$ cat src/mdcp_pkg.sv
package mdcp_pkg;

  localparam int ADDR_WIDTH_DEF  = 32;
  localparam int QUEUE_DEPTH_DEF = 4;
  localparam int CFG_INDEX_W     = 3;

  typedef enum logic [2:0] {
    PH_VERSION,
    PH_COMMAND,
    PH_SIZE,
    PH_OFFSET,
    PH_LENGTH,
    PH_PAYLOAD,
    PH_DRAIN
  } phase_t;

  typedef enum logic [2:0] {
    ACT_SET_SIZE  = 3'd0,
    ACT_OVERWRITE = 3'd1,
    ACT_XOR       = 3'd2,
    ACT_END       = 3'd3,
    ACT_ERROR     = 3'd4
  } action_t;

  typedef enum logic [2:0] {
    ERR_NONE       = 3'd0,
    ERR_TOO_SHORT  = 3'd1,
    ERR_BAD_VER    = 3'd2,
    ERR_TRUNCATED  = 3'd3,
    ERR_COMPRESSED = 3'd4
  } err_t;

  typedef enum logic [CFG_INDEX_W-1:0] {
    CFG_VERSION    = 3'd0,
    CFG_SIZE       = 3'd1,
    CFG_COMPRESSED = 3'd2,
    CFG_OVERWRITE  = 3'd3,
    CFG_XOR        = 3'd4,
    CFG_END        = 3'd5
  } cfg_reg_t;

  // Results caused by one stream byte: an optional main result, then an
  // optional truncation error.
  typedef struct packed {
    logic        has_main;
    action_t     action;
    logic [31:0] addr;
    logic [31:0] value;
    err_t        err;
    logic        has_trunc;
  } entry_t;

endpackage

$ cat src/memory_delta_command_parser_unit.sv
// An accepted byte's results pass through the queue and the output registers before they show.
// Throughput: one stream byte per cycle while in_ready is high; one output result per cycle
// while out_ready is high, so a byte that both writes and is cut short gives two results.
// A four-entry queue between parser and output stage absorbs output stalls.
// Reset (rst, synchronous): parser expects a version byte, codes take their defaults,
// queue and output are emptied.
module memory_delta_command_parser_unit #(
  parameter int ADDR_WIDTH  = mdcp_pkg::ADDR_WIDTH_DEF,
  parameter int QUEUE_DEPTH = mdcp_pkg::QUEUE_DEPTH_DEF
) (
  input  logic                             clk,
  input  logic                             rst,
  input  logic                             cfg_we,
  input  logic [mdcp_pkg::CFG_INDEX_W-1:0] cfg_index,
  input  logic [7:0]                       cfg_data,
  input  logic                             in_valid,
  output logic                             in_ready,
  input  logic [7:0]                       stream_byte,
  input  logic                             stream_last,
  output logic                             out_valid,
  input  logic                             out_ready,
  output logic [2:0]                       action,
  output logic [31:0]                      target_address,
  output logic [31:0]                      action_value,
  output logic [2:0]                       error_kind,
  output logic                             run_last
);

  mdcp_pkg::entry_t push_entry, head;
  logic push, pop, empty, full, accept;

  assign in_ready = !full;
  assign accept   = in_valid && in_ready;

  mdcp_front #(.ADDR_WIDTH(ADDR_WIDTH)) u_front (
    .clk         (clk),
    .rst         (rst),
    .cfg_we      (cfg_we),
    .cfg_index   (cfg_index),
    .cfg_data    (cfg_data),
    .accept      (accept),
    .stream_byte (stream_byte),
    .stream_last (stream_last),
    .push        (push),
    .entry       (push_entry)
  );

  mdcp_queue #(.DEPTH(QUEUE_DEPTH)) u_queue (
    .clk        (clk),
    .rst        (rst),
    .push       (push),
    .push_entry (push_entry),
    .pop        (pop),
    .head       (head),
    .empty      (empty),
    .full       (full)
  );

  mdcp_back u_back (
    .clk            (clk),
    .rst            (rst),
    .head           (head),
    .empty          (empty),
    .pop            (pop),
    .out_ready      (out_ready),
    .out_valid      (out_valid),
    .action         (action),
    .target_address (target_address),
    .action_value   (action_value),
    .error_kind     (error_kind),
    .run_last       (run_last)
  );

endmodule

$ cat src/mdcp_front.sv
module mdcp_front #(
  parameter int ADDR_WIDTH = mdcp_pkg::ADDR_WIDTH_DEF
) (
  input  logic                               clk,
  input  logic                               rst,
  input  logic                               cfg_we,
  input  logic [mdcp_pkg::CFG_INDEX_W-1:0]   cfg_index,
  input  logic [7:0]                         cfg_data,
  input  logic                               accept,
  input  logic [7:0]                         stream_byte,
  input  logic                               stream_last,
  output logic                               push,
  output mdcp_pkg::entry_t                   entry
);

  logic [7:0] version_code, size_code, compressed_code;
  logic [7:0] overwrite_code, xor_code, end_code;

  mdcp_pkg::phase_t      phase, phase_next, phase_step;
  logic [1:0]            field_cnt, field_cnt_next;
  logic [23:0]           field_acc, field_acc_next;
  logic                  is_xor, is_xor_next;
  logic [ADDR_WIDTH-1:0] block_offset, block_offset_next;
  logic [31:0]           bytes_remaining, bytes_remaining_next;

  logic [31:0] full_field;
  logic        field_done;
  logic        trunc;

  always_ff @(posedge clk) begin
    if (rst) begin
      version_code    <= 8'd1;
      size_code       <= 8'd1;
      compressed_code <= 8'd2;
      overwrite_code  <= 8'd3;
      xor_code        <= 8'd4;
      end_code        <= 8'd0;
    end else if (cfg_we) begin
      case (cfg_index)
        mdcp_pkg::CFG_VERSION:    version_code    <= cfg_data;
        mdcp_pkg::CFG_SIZE:       size_code       <= cfg_data;
        mdcp_pkg::CFG_COMPRESSED: compressed_code <= cfg_data;
        mdcp_pkg::CFG_OVERWRITE:  overwrite_code  <= cfg_data;
        mdcp_pkg::CFG_XOR:        xor_code        <= cfg_data;
        mdcp_pkg::CFG_END:        end_code        <= cfg_data;
        default: ;
      endcase
    end
  end

  always_ff @(posedge clk) begin
    if (rst) begin
      phase           <= mdcp_pkg::PH_VERSION;
      field_cnt       <= '0;
      field_acc       <= '0;
      is_xor          <= 1'b0;
      block_offset    <= '0;
      bytes_remaining <= '0;
    end else if (accept) begin
      phase           <= phase_next;
      field_cnt       <= field_cnt_next;
      field_acc       <= field_acc_next;
      is_xor          <= is_xor_next;
      block_offset    <= block_offset_next;
      bytes_remaining <= bytes_remaining_next;
    end
  end

  assign full_field = {stream_byte, field_acc};
  assign field_done = (field_cnt == 2'd3);

  always_comb begin
    phase_step           = phase;
    field_cnt_next       = field_cnt;
    field_acc_next       = field_acc;
    is_xor_next          = is_xor;
    block_offset_next    = block_offset;
    bytes_remaining_next = bytes_remaining;
    entry                = '0;
    entry.action         = mdcp_pkg::ACT_SET_SIZE;
    entry.err            = mdcp_pkg::ERR_NONE;

    if (phase == mdcp_pkg::PH_SIZE || phase == mdcp_pkg::PH_OFFSET ||
        phase == mdcp_pkg::PH_LENGTH) begin
      if (field_done) begin
        field_cnt_next = '0;
        field_acc_next = '0;
      end else begin
        field_cnt_next = field_cnt + 2'd1;
        case (field_cnt)
          2'd0:    field_acc_next[7:0]   = stream_byte;
          2'd1:    field_acc_next[15:8]  = stream_byte;
          default: field_acc_next[23:16] = stream_byte;
        endcase
      end
    end

    case (phase)
      mdcp_pkg::PH_VERSION: begin
        if (stream_last) begin
          entry.has_main = 1'b1;
          entry.action   = mdcp_pkg::ACT_ERROR;
          entry.err      = mdcp_pkg::ERR_TOO_SHORT;
        end else if (stream_byte != version_code) begin
          entry.has_main = 1'b1;
          entry.action   = mdcp_pkg::ACT_ERROR;
          entry.err      = mdcp_pkg::ERR_BAD_VER;
          phase_step     = mdcp_pkg::PH_DRAIN;
        end else begin
          phase_step = mdcp_pkg::PH_COMMAND;
        end
      end
      mdcp_pkg::PH_COMMAND: begin
        field_cnt_next = '0;
        field_acc_next = '0;
        if (stream_byte == size_code) begin
          phase_step = mdcp_pkg::PH_SIZE;
        end else if (stream_byte == compressed_code) begin
          entry.has_main = 1'b1;
          entry.action   = mdcp_pkg::ACT_ERROR;
          entry.err      = mdcp_pkg::ERR_COMPRESSED;
          phase_step     = mdcp_pkg::PH_DRAIN;
        end else if (stream_byte == overwrite_code) begin
          is_xor_next = 1'b0;
          phase_step  = mdcp_pkg::PH_OFFSET;
        end else if (stream_byte == xor_code) begin
          is_xor_next = 1'b1;
          phase_step  = mdcp_pkg::PH_OFFSET;
        end else if (stream_byte == end_code) begin
          entry.has_main = 1'b1;
          entry.action   = mdcp_pkg::ACT_END;
          phase_step     = mdcp_pkg::PH_DRAIN;
        end
      end
      mdcp_pkg::PH_SIZE: begin
        if (field_done) begin
          entry.has_main = 1'b1;
          entry.action   = mdcp_pkg::ACT_SET_SIZE;
          entry.value    = full_field;
          phase_step     = mdcp_pkg::PH_COMMAND;
        end
      end
      mdcp_pkg::PH_OFFSET: begin
        if (field_done) begin
          block_offset_next = full_field[ADDR_WIDTH-1:0];
          phase_step        = mdcp_pkg::PH_LENGTH;
        end
      end
      mdcp_pkg::PH_LENGTH: begin
        if (field_done) begin
          bytes_remaining_next = full_field;
          phase_step = (full_field != 32'd0) ? mdcp_pkg::PH_PAYLOAD
                                             : mdcp_pkg::PH_COMMAND;
        end
      end
      mdcp_pkg::PH_PAYLOAD: begin
        entry.has_main       = 1'b1;
        entry.action         = is_xor ? mdcp_pkg::ACT_XOR : mdcp_pkg::ACT_OVERWRITE;
        entry.addr           = 32'(block_offset);
        entry.value          = {24'd0, stream_byte};
        block_offset_next    = block_offset + ADDR_WIDTH'(1);
        bytes_remaining_next = bytes_remaining - 32'd1;
        if (bytes_remaining == 32'd1) begin
          phase_step = mdcp_pkg::PH_COMMAND;
        end
      end
      default: ;
    endcase

    trunc = stream_last && (phase_step inside {mdcp_pkg::PH_SIZE, mdcp_pkg::PH_OFFSET,
                                              mdcp_pkg::PH_LENGTH, mdcp_pkg::PH_PAYLOAD});
    entry.has_trunc = trunc;
    phase_next      = phase_step;

    // stream end: back to the version byte, codes kept
    if (stream_last) begin
      phase_next           = mdcp_pkg::PH_VERSION;
      field_cnt_next       = '0;
      field_acc_next       = '0;
      is_xor_next          = 1'b0;
      block_offset_next    = '0;
      bytes_remaining_next = '0;
    end
  end

  assign push = accept && (entry.has_main || entry.has_trunc);

endmodule

$ cat src/mdcp_queue.sv
module mdcp_queue #(
  parameter int DEPTH = mdcp_pkg::QUEUE_DEPTH_DEF
) (
  input  logic             clk,
  input  logic             rst,
  input  logic             push,
  input  mdcp_pkg::entry_t push_entry,
  input  logic             pop,
  output mdcp_pkg::entry_t head,
  output logic             empty,
  output logic             full
);

  localparam int PTR_W = $clog2(DEPTH);
  localparam int CNT_W = $clog2(DEPTH + 1);

  mdcp_pkg::entry_t mem [DEPTH];
  logic [PTR_W-1:0] wr_ptr, rd_ptr;
  logic [CNT_W-1:0] count;

  assign empty = (count == '0);
  assign full  = (count == CNT_W'(DEPTH));
  assign head  = mem[rd_ptr];

  always_ff @(posedge clk) begin
    if (push) begin
      mem[wr_ptr] <= push_entry;
    end
  end

  always_ff @(posedge clk) begin
    if (rst) begin
      wr_ptr <= '0;
      rd_ptr <= '0;
      count  <= '0;
    end else begin
      if (push) begin
        wr_ptr <= (wr_ptr == PTR_W'(DEPTH - 1)) ? '0 : wr_ptr + PTR_W'(1);
      end
      if (pop) begin
        rd_ptr <= (rd_ptr == PTR_W'(DEPTH - 1)) ? '0 : rd_ptr + PTR_W'(1);
      end
      case ({push, pop})
        2'b10:   count <= count + CNT_W'(1);
        2'b01:   count <= count - CNT_W'(1);
        default: ;
      endcase
    end
  end

endmodule

$ cat src/mdcp_back.sv
module mdcp_back (
  input  logic             clk,
  input  logic             rst,
  input  mdcp_pkg::entry_t head,
  input  logic             empty,
  output logic             pop,
  input  logic             out_ready,
  output logic             out_valid,
  output logic [2:0]       action,
  output logic [31:0]      target_address,
  output logic [31:0]      action_value,
  output logic [2:0]       error_kind,
  output logic             run_last
);

  logic sub, sub_next;
  logic load;
  logic take_main;

  assign load      = (!out_valid || out_ready) && !empty;
  assign take_main = !sub && head.has_main;
  assign pop       = load && !(take_main && head.has_trunc);

  always_comb begin
    sub_next = sub;
    if (load) begin
      sub_next = take_main && head.has_trunc;
    end
  end

  always_ff @(posedge clk) begin
    if (rst) begin
      out_valid <= 1'b0;
      sub       <= 1'b0;
    end else begin
      sub <= sub_next;
      if (load) begin
        out_valid <= 1'b1;
      end else if (out_ready) begin
        out_valid <= 1'b0;
      end
    end
  end

  always_ff @(posedge clk) begin
    if (load) begin
      if (take_main) begin
        action         <= head.action;
        target_address <= head.addr;
        action_value   <= head.value;
        error_kind     <= head.err;
        run_last       <= !head.has_trunc;
      end else begin
        action         <= mdcp_pkg::ACT_ERROR;
        target_address <= '0;
        action_value   <= '0;
        error_kind     <= mdcp_pkg::ERR_TRUNCATED;
        run_last       <= 1'b1;
      end
    end
  end

endmodule

$ cat config.mk
export PLATFORM = sky130hd
export DESIGN_NAME = memory_delta_command_parser_unit
export DESIGN_NICKNAME = d
export VERILOG_FILES = /design/src/mdcp_pkg.sv /design/src/memory_delta_command_parser_unit.sv /design/src/mdcp_front.sv /design/src/mdcp_queue.sv /design/src/mdcp_back.sv
export SDC_FILE = /design/constraint.sdc
export NUM_CORES = 1
export LEC_CHECK = 0
export ABC_AREA = 1
export BUFFER_PORTS_ARGS = -buffer_cell sky130_fd_sc_hd__buf_2
export CORE_ASPECT_RATIO = 0.5
export CORE_MARGIN = 4
export CORE_UTILIZATION = 49
export CTS_CLUSTER_DIAMETER = 40
export DETAILED_ROUTE_END_ITERATION = 10
export PLACE_DENSITY = 0.62
export SYNTH_ARGS = -nofsm -noshare
export SYNTH_HDL_FRONTEND = slang
export SYNTH_HIERARCHICAL = 1
export SYNTH_SLANG_ARGS = --single-unit
export TNS_END_PERCENT = 50
$ cat constraint.sdc
create_clock -name clk -period 9.1 [get_ports clk]
set_input_delay 0.455 -clock clk [delete_from_list [all_inputs] [get_ports clk]]
set_output_delay 0.455 -clock clk [all_outputs]
set_load 0.02 [all_outputs]
Word level (Yosys, flattened, before mapping)

Memory sizes are Yosys's and may differ from the RTL's. A register that Yosys moved wholly into a read port is not among the register bits.
Cells that the tools add are included.
Widths: inputs -> output; s select.

Add/subtract/negate cells: 7
Eq/ne operators: 33
Multiplexer cells: 63
Reductions and logical operators: 46

Operators with widths:

| cell                  | number |
|---|---|
| $pmux 32 s2           | 3 |
| $mux 32               | 5 |
| $mux 24               | 4 |
| $mux 3                | 16 |
| $eq 8x8->1            | 5 |
| $add 32x1->32 const B | 1 |
| $eq 32x1->1 const B   | 1 |
| $mux 4                | 8 |
| $reduce_bool 32->1    | 1 |
| $sub 32x1->32 const B | 1 |
| $mux 8                | 3 |
| $eq 3x3->1 const B    | 7 |
| $mux 2                | 10 |
| $eq 3x2->1 const B    | 6 |
| $pmux 3 s6            | 1 |
| $pmux 4 s4            | 1 |
| $reduce_and 3->1      | 5 |
| $reduce_and 2->1      | 7 |
| $pmux 3 s2            | 2 |
| $reduce_bool 3->1     | 4 |
| $reduce_bool 4->1     | 3 |
| $mux 1                | 10 |
| $logic_not 3->1       | 3 |
| $eq 2x2->1 const B    | 4 |
| other kinds (16)      | 38 |

Bits in registers: 222
Bits in writable memories: 288
Input port bits: 25
Output and inout bits: 73
Word-level logic and storage cells: 174
Memories kept: 1

Memory list:

| name        | words | bits a word | read ports | clocked after memory_dff | wr ports | line             | text |
|---|---|---|---|---|---|---|---|
| u_queue.mem | 4     | 72          | 1          | 1                        | 1        | mdcp_queue.sv:17 | `mdcp_pkg::entry_t mem [DEPTH];` |

Longest topological paths before layout

Gate-level depths: netlist of run 1.

Word-level depth: 14
Depth in mapped cells: 27
Depth with buffers taken out: 26

By module

The synthesis of run 1 kept the hierarchy.

Modules (own cells, without submodules):

| module                           | instances | cells each | area each (µm²) | sequential area each (µm²) |
|---|---|---|---|---|
| mdcp_queue                       | 1         | 756        | 11,109.4        | 8,828.5 |
| mdcp_front                       | 1         | 1,400      | 8,937.3         | 2,842.7 |
| mdcp_back                        | 1         | 233        | 2,798.9         | 2,172.1 |
| memory_delta_command_parser_unit | 1         | 3          | 13.8            | 0.0 |

Least setup slack after synthesis of run 1

OpenSTA, ideal clock, no wires.

Kind: input -> register
Start point: input port stream_byte[4]
End point: memory u_queue/mem[0][0] in the netlist's numbering (enable)
Setup time: 0.426 ns
Arrival: 3.134 ns
Required time: 8.674 ns
Path slack: 5.540 ns
Cell stages on the path: 14
Buffers on the path: 1
Path through: buf_4 inv_2 nand2_1 nand2_1 nor2_1 nand3_1 nor2_1 nor2_1 inv_1 o21ai_1 nor2_1 a21oi_2 nand2_1 inv_1

Word-level cells in the longest chain between the ends: 14
Elaborated cells on any way between the ends: 35
Classes of those cells: 10 x eq/ne; 20 x mux; 5 x reduce/logical

RTL lines:

| item                                     | line                                   | text |
|---|---|---|
| start: declaration                       | memory_delta_command_parser_unit.sv:18 | `input logic [7:0] stream_byte,` |
| $eq 8x8->1                               | mdcp_front.sv:129                      | `end else if (stream_byte == end_code) begin` |
| $mux 3                                   | mdcp_front.sv:129                      |  |
| $mux 3                                   | mdcp_front.sv:126                      | `end else if (stream_byte == xor_code) begin` |
| $mux 3                                   | mdcp_front.sv:123                      | `end else if (stream_byte == overwrite_code) begin` |
| $mux 3                                   | mdcp_front.sv:118                      | `end else if (stream_byte == compressed_code) begin` |
| $mux 3                                   | mdcp_front.sv:116                      | `if (stream_byte == size_code) begin` |
| $pmux 3 s6                               | mdcp_front.sv:98                       | `case (phase)` |
| $eq 3x2->1 or $eq 3x3->1 (tied branches) | mdcp_front.sv:170                      | `trunc = stream_last && (phase_step inside {mdcp_pkg::PH_SIZE, mdcp_pkg::PH_OFFSET,` |
| $reduce_bool 4->1                        | mdcp_front.sv:170                      |  |
| $logic_and 1x1->1                        | mdcp_front.sv:170                      |  |
| $logic_or 1x1->1 (*)                     | mdcp_front.sv:186                      | `assign push = accept && (entry.has_main \|\| entry.has_trunc);` |
| $logic_and 1x1->1 (*)                    | mdcp_front.sv:186                      |  |
| named net push                           | memory_delta_command_parser_unit.sv:30 | `logic push, pop, empty, full, accept;` |
| $mux 1 (*)                               | mdcp_queue.sv:26                       | `if (push) begin` |
| $mux 1 (not written as such) (*)         | mdcp_queue.sv:27                       | `mem[wr_ptr] <= push_entry;` |
| end: declaration                         | mdcp_queue.sv:17                       |  |

Mark *: on every way through the listed nets, which the timed path passes. The rest lies on a longest branch.

==> results.md, run 1 <==
Status:
- The flow ran to the end, and the final reports show no timing, DRC or antenna violations.

Global routing:
- The global route total overflow is 0.
- Entering global routing, the biggest net connects 113 pins.
- The via count of the first global-routing pass is 15.1k.
- For this run, the total global-route usage over all layers was measured as 0.225.
- The initial antenna violation count is 1.
- The first global-routing pass estimated 88.5 mm of wire.

Detailed routing:
- The highest layer used for signal routing is met4.
- For this block, wires on met1 add up to 27.2 mm.
- The routed wire length is 57.9 mm.
- The wire length per cell is 18.7 microns.
- The total DRC errors in the routed layout is 0.
- Using the TritonRoute via totals, the vias-per-cell ratio works out to 5.42.
- The count of nets left with antenna violations once routing finished came out at 0.
- The first detailed-routing pass took 6 iterations.
- The met3 wire length is 5.52 mm.
- After detailed routing, the met2 layer carries 24.1 mm of wire.
- The routed layout has 16.8k vias.
- In this run, the number of DRC markers left after iteration 0 of detailed routing was 1880.

Timing:
- The post-route minimum period is 3.78 ns.
- Setup repair after global routing left no endpoint under its margin.
- The fraction of the cycle the final worst path needs is 0.416.
- Setup violations remaining at the end of the flow were counted as 0.
- The relative slew slack is 0.260.
- The final number of hold-violating endpoints is 0.
- The clock arrives with 0.0196 ns of skew.
- The count of final max-slew check failures is 0.
- The worst path meets setup with 5.32 ns of slack.
- Summed over all failing endpoints, the final setup total negative slack is 0 ns.
- At the pin with the least slew margin, the transition time is 1.11 ns.
- The maximum operating frequency is 0.264 GHz.

Floorplanning:
- In this run the core area contains 55 standard-cell rows.
- The die span in x is 313 microns.
- The total area inside the core boundary comes to 0.0456 sq mm.
- The overall die height is 161 microns.
- In this run the count of I/O pins placed on the die edge is 98.
- The initial core utilization is 0.501.
- The die area is 0.0504 sq mm.

Clocking:
- The maximum root-to-sink buffer count is 3.
- The total of cells resized after clock tree synthesis is 0.
- TritonCTS built the clock tree.
- The clock drives 512 sinks.
- The H-tree was split into 2 levels.
- The number of buffers inserted for hold repair after clock tree synthesis is 0.
- The buffer cell driving the clock tree root is sky130_fd_sc_hd__clkbuf_16.
- The count of buffers added by post-CTS timing repair for setup is 0.
- After clock tree synthesis, the clock-pin slew on the worst setup and hold paths is 0.06 ns.
- The source-to-sink clock delay at the later pin of the worst-skew pair is 0.60 ns.
- Counting the buffers created by CTS gives 49.

Setup path:
- The worst setup path is launched from a register.
- The capturing element type of the critical path is a register.
- The critical path in this run is classified as reg2reg.
- The signal on the critical path passes through buf_4, inv_2, o21ai_0, o22ai_1, nand2_2, buf_4, nor2_1, nor2_1, ha_1, inv_1, fa_1, inv_1, nand2_1, nand3_1, nand2_1, inv_1, nor2_1.
- The data required time of the critical path is 9.59 ns.
- The longest individual stage delay on the worst path is 0.63 ns.
- The slowest stage of the critical path is the sky130_fd_sc_hd__buf_4 cell.
- Along the worst path, the maximum fanout reaches 73.
- STA puts the critical path data arrival time at 4.27 ns.

Synth:
- The share of Yosys cell area claimed by the top area cell type is 0.472.
- The number of different library cells used by synthesis comes to 57.
- The mean cell area of the mapped netlist is 9.56 sq um.
- Ranked by total cell area, the synthesized netlist is headed by sky130_fd_sc_hd__edfxtp_1 (47%), sky130_fd_sc_hd__dfxtp_1 (13%), sky130_fd_sc_hd__nor2_1 (7.1%).
- The most used flip-flop cell after synthesis is sky130_fd_sc_hd__edfxtp_1.
- Of the synthesized area, sequential elements account for 0.606.
- The synthesized cell area is 0.0229 sq mm.
- The count of mapped cells out of synthesis is 2392.
- The fraction of registers with async set/reset is 0.
- The number of warnings reported in the yosys synthesis log is 6.
- Counting flops and latches in the post-synthesis netlist gives 512.
- Synthesis produced a netlist with a net count of 2430.
- The number of enable-type register cells in the synthesized netlist is 359.
- The synthesized design spends more area on one cell type than any other, namely sky130_fd_sc_hd__edfxtp_1.

Run:
- Max-cap violations in this run came to 0.

Final layout:
- In the final layout, the share of cells above drive strength 1 is 0.120.
- At the end of the flow, the number of nets in the layout was 2471.
- Compared with the post-synthesis result, the final layout area differs by 10.3%.
- The antenna diode instance count is 0.
- The post-route cell area is 0.0252 sq mm.

Power:
- The worst-case IR drop observed on VDD is 192 uV.
- The leakage power total is 0.00956 uW.
- In this run the power density over the cells is 279 mW/mm^2.
- The completed layout was analyzed and its total power is 7050 uW.

Place:
- Buffers placed on the I/O ports in this run total 97.
- The pre-CTS setup slack is 5.15 ns.
- The cell area reported after detailed placement is 0.0236 sq mm.
- The global placer's final weighted congestion is 0.921.
- The half-perimeter wire length of the detailed placement result is 37.3 mm.

Hold path:
- The worst hold path begins at out_ready.
- The tightest min-delay check is of the in2reg type.
## power breakdown
| group | total [uW] | leakage [uW] | switching [uW] | internal, uW |
|---|---|---|---|---|
| Sequential | 3070 | 0.00472 | 117 | 2960 |
| Clock | 2100 | 0.000807 | 924 | 1180 |
| Combinational | 1870 | 0.00403 | 1350 | 522 |
## cell usage after synthesis, types with 3 or more instances
| cell | count |
|---|---|
| sky130_fd_sc_hd__buf_4 | 12 |
| sky130_fd_sc_hd__nand3_2 | 4 |
| sky130_fd_sc_hd__nor2_2 | 10 |
| sky130_fd_sc_hd__nor2_1 | 430 |
| sky130_fd_sc_hd__inv_1 | 242 |
| sky130_fd_sc_hd__buf_6 | 18 |
| sky130_fd_sc_hd__nor3_2 | 7 |
| sky130_fd_sc_hd__a221oi_1 | 4 |
| sky130_fd_sc_hd__o21ai_1 | 6 |
| sky130_fd_sc_hd__o31ai_1 | 5 |
| sky130_fd_sc_hd__clkbuf_2 | 6 |
| sky130_fd_sc_hd__clkbuf_1 | 43 |
| sky130_fd_sc_hd__edfxtp_1 | 359 |
| sky130_fd_sc_hd__a21oi_1 | 156 |
| sky130_fd_sc_hd__o21ai_0 | 257 |
| sky130_fd_sc_hd__o21ai_2 | 4 |
| sky130_fd_sc_hd__a21oi_2 | 4 |
| sky130_fd_sc_hd__ha_1 | 12 |
| sky130_fd_sc_hd__nand4_1 | 15 |
| sky130_fd_sc_hd__o211ai_1 | 10 |
| sky130_fd_sc_hd__nand2_2 | 16 |
| sky130_fd_sc_hd__xnor2_1 | 16 |
| sky130_fd_sc_hd__nand3_1 | 61 |
| sky130_fd_sc_hd__nand3_4 | 3 |
| sky130_fd_sc_hd__inv_2 | 23 |
| sky130_fd_sc_hd__xor2_1 | 9 |
| sky130_fd_sc_hd__a211oi_1 | 14 |
| sky130_fd_sc_hd__o22ai_1 | 80 |
| sky130_fd_sc_hd__or2_1 | 3 |
| sky130_fd_sc_hd__nand2_1 | 305 |
| sky130_fd_sc_hd__a211oi_2 | 5 |
| sky130_fd_sc_hd__dfxtp_1 | 153 |
| sky130_fd_sc_hd__nor2_4 | 9 |
| sky130_fd_sc_hd__buf_2 | 41 |
| sky130_fd_sc_hd__nor3_1 | 21 |
## sequential cells by signal, indices dropped and copies added (netlist names), 2 cells and up, named ones only
name and flops:
u_front/bytes_remaining 32, u_front/field_acc 24, u_front/block_offset 32, u_front/phase 3, u_front/xor_code 8, u_back/action 3
u_front/compressed_code 8, u_queue/rd_ptr 2, u_queue/wr_ptr 2, u_front/version_code 8, u_front/overwrite_code 8, u_front/end_code 8
u_back/target_address 32, u_front/size_code 8, u_back/error_kind 3, u_queue/count 3, u_back/action_value 32, u_front/field_cnt 2
u_queue/mem 288
## worst max-delay path, delay by kind of cell (launching register included)
kind | cells | cell delay, ns
buffers and inverters | 6 | 1.81
flip-flops | 1 | 0.31
AO/OA/AOI/OAI | 2 | 0.31
AND/OR/NAND/NOR | 7 | 0.63
adder cells (fa/ha/maj) | 2 | 0.59
## kinds of logic after synthesis
family	synth area share
flops	0.606
buf+inv	0.0756
xor+xnor	0.00958
compound gates	0.133
simple gates	0.169
fa+ha+maj	0.00744
## per-stage QoR
step	hold WS [ns]	utilization	instances
2_1_floorplan	0.444	-	2392
3_3_place_gp	0.458	0.516	3009
3_5_place_dp	0.460	0.516	3009
4_1_cts	0.120	0.553	3101
5_1_grt	0.139	0.553	3101
6_report	0.148	0.553	3101
## layout make-up
type                    count  area [sq um]
clock buffers              58          1300
flip-flops and latches    512         13800
multi-input cells        1487          7290
fillers                  4072         20400
repair buffers            113           606
clock inverters            34           369
well taps                 627           785
inverters                 270          1030
## worst paths after layout
| path | to | cells after the start | slack [ns] |
|---|---|---|---|
| max | u_queue/count[2]$_SDFFE_PP0P_ | 17 | 5.32 |
| min | u_back/out_valid$_SDFFE_PP0P_ | 4 | 0.15 |
| max reg2reg | u_queue/count[2]$_SDFFE_PP0P_ | 17 | 5.32 |
| min reg2reg | u_front/overwrite_code[7]$_SDFFE_PP0P_ | 2 | 0.47 |
## cell usage in the layout, fill, tap and decap left out, types with 5 or more instances in the layout
master and count:
sky130_fd_sc_hd__clkinv_1 7, sky130_fd_sc_hd__inv_2 25, sky130_fd_sc_hd__bufinv_16 5, sky130_fd_sc_hd__dfxtp_1 151, sky130_fd_sc_hd__a21oi_1 156, sky130_fd_sc_hd__xnor2_1 16
sky130_fd_sc_hd__clkinv_2 16, sky130_fd_sc_hd__a211oi_2 5, sky130_fd_sc_hd__nand4_1 15, sky130_fd_sc_hd__o21ai_0 257, sky130_fd_sc_hd__nor2_2 10, sky130_fd_sc_hd__a211oi_1 14
sky130_fd_sc_hd__clkbuf_1 5, sky130_fd_sc_hd__clkbuf_16 49, sky130_fd_sc_hd__edfxtp_1 359, sky130_fd_sc_hd__o21ai_1 6, sky130_fd_sc_hd__xor2_1 9, sky130_fd_sc_hd__inv_6 5
sky130_fd_sc_hd__inv_1 236, sky130_fd_sc_hd__clkinvlp_4 5, sky130_fd_sc_hd__nand3_1 61, sky130_fd_sc_hd__nand2_1 305, sky130_fd_sc_hd__o211ai_1 10, sky130_fd_sc_hd__buf_4 16
sky130_fd_sc_hd__nor3_1 21, sky130_fd_sc_hd__nor2_1 430, sky130_fd_sc_hd__nor3_2 7, sky130_fd_sc_hd__o31ai_1 5, sky130_fd_sc_hd__nand2_2 16, sky130_fd_sc_hd__ha_1 12
sky130_fd_sc_hd__buf_2 97, sky130_fd_sc_hd__o22ai_1 80, sky130_fd_sc_hd__nor2_4 9
## routing by layer
metal	vias up	GRT usage
li1	8169	-
met1	7922	0.347
met2	648	0.325
met3	75	0.0500
met4	0	0.0491
met5	-	0
Power figures use the tool's default switching activity.
==> run 2, diff against run 1 <==
ABC_AREA = 0   (was 1)
clock period = 3.6 ns   (was 9.1 ns; I/O delays follow)
==> results.md, run 2 <==
Status:
- The run finished with clean final reports.

Power:
- The power density of the placed cells is 650 mW/mm^2.
- Across the VDD grid, the largest voltage drop is 421 uV.
- The leakage power total is 0.00896 uW.

Floorplanning:
- The area inside the core boundary is 0.0441 sq mm.
- The floorplan step set the die height to 158 microns.
- The initial utilization of the core area, before any placement, comes to 0.502.
- The die span in x is 309 microns.
- The die area is 0.0489 sq mm.
- In this run the count of I/O pins placed on the die edge is 98.
- The standard-cell row count is 54.

Detailed routing:
- After detailed routing, the met2 layer carries 22.7 mm of wire.
- Summed over all layers, the routed wires come to 54.0 mm.
- The wire length per cell is 21.2 microns.
- After detailed routing, the wire length on met1 is 25.7 mm.
- The routed layout has 14.6k vias.
- The first-pass iteration count of the detailed router is 5.
- The number of vias per cell after detailed routing is 5.73.
- Wire segments on met3 add up to 4.63 mm in the final route.
- In this run the top signal layer used is met4.
- The detailed router's first-iteration violation count is 1590.
- The remaining antenna violation count is 0.
- The total DRC errors in the routed layout is 0.

Clocking:
- The source-to-sink clock delay at the later pin of the worst-skew pair is 0.57 ns.
- The clock slew at the register clock pins of the worst setup and hold paths is 0.07 ns.
- TritonCTS created 48 clock buffers.
- The H-tree was split into 2 levels.
- The buffer cell driving the clock tree root is sky130_fd_sc_hd__clkbuf_16.
- The clock passes through at most 3 buffers.
- TritonCTS built the clock tree.
- The total clock sinks is 512.

Final layout:
- The combined area of the multi-input logic cells is 0.00770 sq mm.
- Of the cells placed in the final design, the portion with a size suffix greater than 1 is 0.210.
- Leaving out fill and tap cells, the most frequent cells in the layout are sky130_fd_sc_hd__edfxtp_1 (359), sky130_fd_sc_hd__nor2_1 (171), sky130_fd_sc_hd__nand2_1 (160), sky130_fd_sc_hd__dfxtp_1 (146), sky130_fd_sc_hd__a21oi_1 (142).
- The sequential standard cell area is 0.0139 sq mm.
- From synthesis to final layout, the design area changed by 14.7%.
- The fill cell total of the finished layout is 3641.
- Measured on the finished design, the core utilization comes to 0.576.
- The net count of the finished layout is 1955.
- The register ranked first by flip-flop count is u_queue/mem.
- The register with the most flip-flops in the layout has 288 of them.
- Leaving out fill and tap cells, the most frequent cell in the layout is sky130_fd_sc_hd__edfxtp_1.

Timing:
- The count of final max-slew check failures is 0.
- The post-route minimum period is 3.58 ns.
- Static timing analysis puts the maximum clock frequency at 0.279 GHz.
- The final number of hold-violating endpoints is 0.
- The worst slack on hold paths is 0.135 ns.
- In this run the tightest slew margin relative to its limit is 0.247.
- Setup repair after global routing could not meet its margin everywhere.
- The final setup violation count is 0.
- The final clock skew is 0.0213 ns.
- The final worst slack is 0.0205 ns.
- The slew of the pin with the lowest slew margin is 1.13 ns.
- Of the available clock period, the critical path in the final layout requires 0.994.

Synth:
- Of the synthesized area, sequential elements account for 0.625.
- The most common cell in the netlist is sky130_fd_sc_hd__edfxtp_1.
- The number of enable-type register cells in the synthesized netlist is 359.
- The number of warnings reported in the yosys synthesis log is 6.
- The average instance in the mapped netlist occupies 12.6 sq um.
- The fraction of registers with async set/reset is 0.
- The synthesized cell area is 0.0221 sq mm.
- The cell taking the most area after synthesis is sky130_fd_sc_hd__edfxtp_1.
- The flip-flop cell with the highest count after synthesis is sky130_fd_sc_hd__edfxtp_1.
- The synthesized design contains 512 register bits.
- The share of Yosys cell area claimed by the top area cell type is 0.487.
- By count the netlist is led by sky130_fd_sc_hd__edfxtp_1 (359), sky130_fd_sc_hd__nor2_1 (173), sky130_fd_sc_hd__nand2_1 (160).
- The number of distinct library cell variants in the gate-level netlist after synthesis is 82.
- Yosys attributes the largest share of cell area to sky130_fd_sc_hd__edfxtp_1 (49%), sky130_fd_sc_hd__dfxtp_1 (14%), sky130_fd_sc_hd__mux4_2 (7.1%).
- The synthesized netlist net count is 1793.
- The count of mapped cells out of synthesis is 1755.

Setup path:
- Data on the critical path is required at its endpoint by 4.10 ns.
- The capturing element type of the critical path is a register.
- The kind of cell with the highest combined delay along the critical path is simple AND/OR/NAND/NOR gates.
- STA puts the critical path data arrival time at 4.08 ns.
- The internal reg-to-reg setup slack is 0.02 ns.
- In this design, the stage delay of the slowest critical-path cell is 0.50 ns.
- The worst setup path is launched from a register.
- The maximum fanout encountered on the critical timing path is 2.
- Traced cell by cell, the critical path runs through xnor2_2, nand4_1, o21a_4, nor2b_4, or2_4, or4b_4, a221o_2, inv_2, ha_4, inv_1, fa_2, xor2_1, or3_1, a21oi_2.
- The type of the worst setup path is reg2reg.
- Among all stages on the critical path, the largest delay is contributed by sky130_fd_sc_hd__a221o_2.
- Together, buffers and inverters on the worst path number 2.

Global routing:
- The first global-routing pass estimated 83.5 mm of wire.
- The initial antenna violation count was 3.
- Entering global routing, the biggest net connects 98 pins.
- The global route total overflow is 0.
- The via count of the first global-routing pass is 13.8k.
- The all-layer global routing usage is 0.224.

Place:
- Summed over all nets, the half-perimeter wirelength after detailed placement is 36.6 mm.
- At the placement stage, the worst setup path has a slack of -0.0536 ns.
- Routability-driven placement finished with a final weighted congestion of 0.870.
- Buffers placed on the I/O ports in this run total 97.

Run:
- The tool flagged a number of max-cap violations equal to 0.

Hold path:
- The class of the worst hold path is in2reg.
==> run 2: changes by cell type after synthesis, moves of 37 or more <==
cell,delta
sky130_fd_sc_hd__nor2_1,-257
sky130_fd_sc_hd__o21ai_0,-213
sky130_fd_sc_hd__and3_1,+37
sky130_fd_sc_hd__o22ai_1,-75
sky130_fd_sc_hd__and2_1,+105
sky130_fd_sc_hd__nor3_1,+45
sky130_fd_sc_hd__mux4_2,+70
sky130_fd_sc_hd__nand2_1,-145
sky130_fd_sc_hd__inv_1,-224
==> run 2: path summary, 6_finish.rpt <==
kind              cells after the start                              endpoint                                  from
setup reg to reg                     14         u_queue/count[2]$_SDFFE_PP0P_     u_front/size_code[0]$_SDFFE_PP1P_
setup / recovery                     14         u_queue/count[2]$_SDFFE_PP0P_     u_front/size_code[0]$_SDFFE_PP1P_
hold / removal                        4     u_front/size_code[4]$_SDFFE_PP0P_                          cfg_index[1]
hold reg to reg                       2  u_front/version_code[3]$_SDFFE_PP0P_  u_front/version_code[3]$_SDFFE_PP0P_
==> run 2: routing by layer <==
metal  up-vias  global-route usage
met4         0              0.0457
met2       504               0.321
met5         -                   0
met3        71              0.0536
li1       6801                   -
met1      7211               0.347
==> run 2: cell families (layout without fill, tap and decap cells) <==
group,after synthesis,in the layout,share of synthesized area
DFF,512,512,0.625
AOI/OAI and AO/OA,264,264,0.0709
buffers and inverters,124,325,0.0318
xor gates and xnor gates,51,51,0.0220
adders and majority gates,13,13,0.00768
other,0,2,0
and+or+nand+nor,693,693,0.157
muxes,98,98,0.0853
==> run 2: metrics by stage <==
stage | area, sq um | power, uW | std cells | setup TNS (ns)
after floorplan | 22200 | 10500 | 1755 | -43.85
after global placement | 23600 | 11700 | 2433 | -0.0142
after detailed placement | 23600 | 11800 | 2433 | -0.0536
after CTS | 25300 | 16700 | 2542 | 0
after global routing | 25400 | 17400 | 2544 | -0.152
final | 25400 | 16500 | 2546 | 0
==> run 2: worst register-to-register path: stages (launching register included) <==
cell and delay [ns]:
sky130_fd_sc_hd__dfxtp_2 0.33, sky130_fd_sc_hd__xnor2_2 0.13, sky130_fd_sc_hd__nand4_1 0.19, sky130_fd_sc_hd__o21a_4 0.26
sky130_fd_sc_hd__nor2b_4 0.12, sky130_fd_sc_hd__or2_4 0.25, sky130_fd_sc_hd__or4b_4 0.49, sky130_fd_sc_hd__a221o_2 0.50
sky130_fd_sc_hd__inv_2 0.12, sky130_fd_sc_hd__ha_4 0.14, sky130_fd_sc_hd__inv_1 0.05, sky130_fd_sc_hd__fa_2 0.33
sky130_fd_sc_hd__xor2_1 0.15, sky130_fd_sc_hd__or3_1 0.32, sky130_fd_sc_hd__a21oi_2 0.13
==> run 2: repair_timing <==
item / in CTS / in global routing
buffers inserted: 11 / 2
setup endpoints to repair: 1 / 140
hold buffers: 9 / 0
pin swaps: 3 / 10
hold endpoints to repair: 49 / 0
gates resized for setup: 3 / 16
==> run 2: final cells by class <==
class                           instances  area share
Sequential cell                       512       0.546
Multi-Input combinational cell       1119       0.303
Timing Repair Buffer                  218      0.0598
Clock buffer                           65      0.0510
Tap cell                              588      0.0290
Clock inverter                         24     0.00852
Inverter                               18     0.00266
Antenna cell                            2    0.000197
==> run 2: power breakdown <==
part,switching (uW),internal [uW]
clock network,2230,2650
logic,2400,1510
registers,298,7430
total,4930,11600
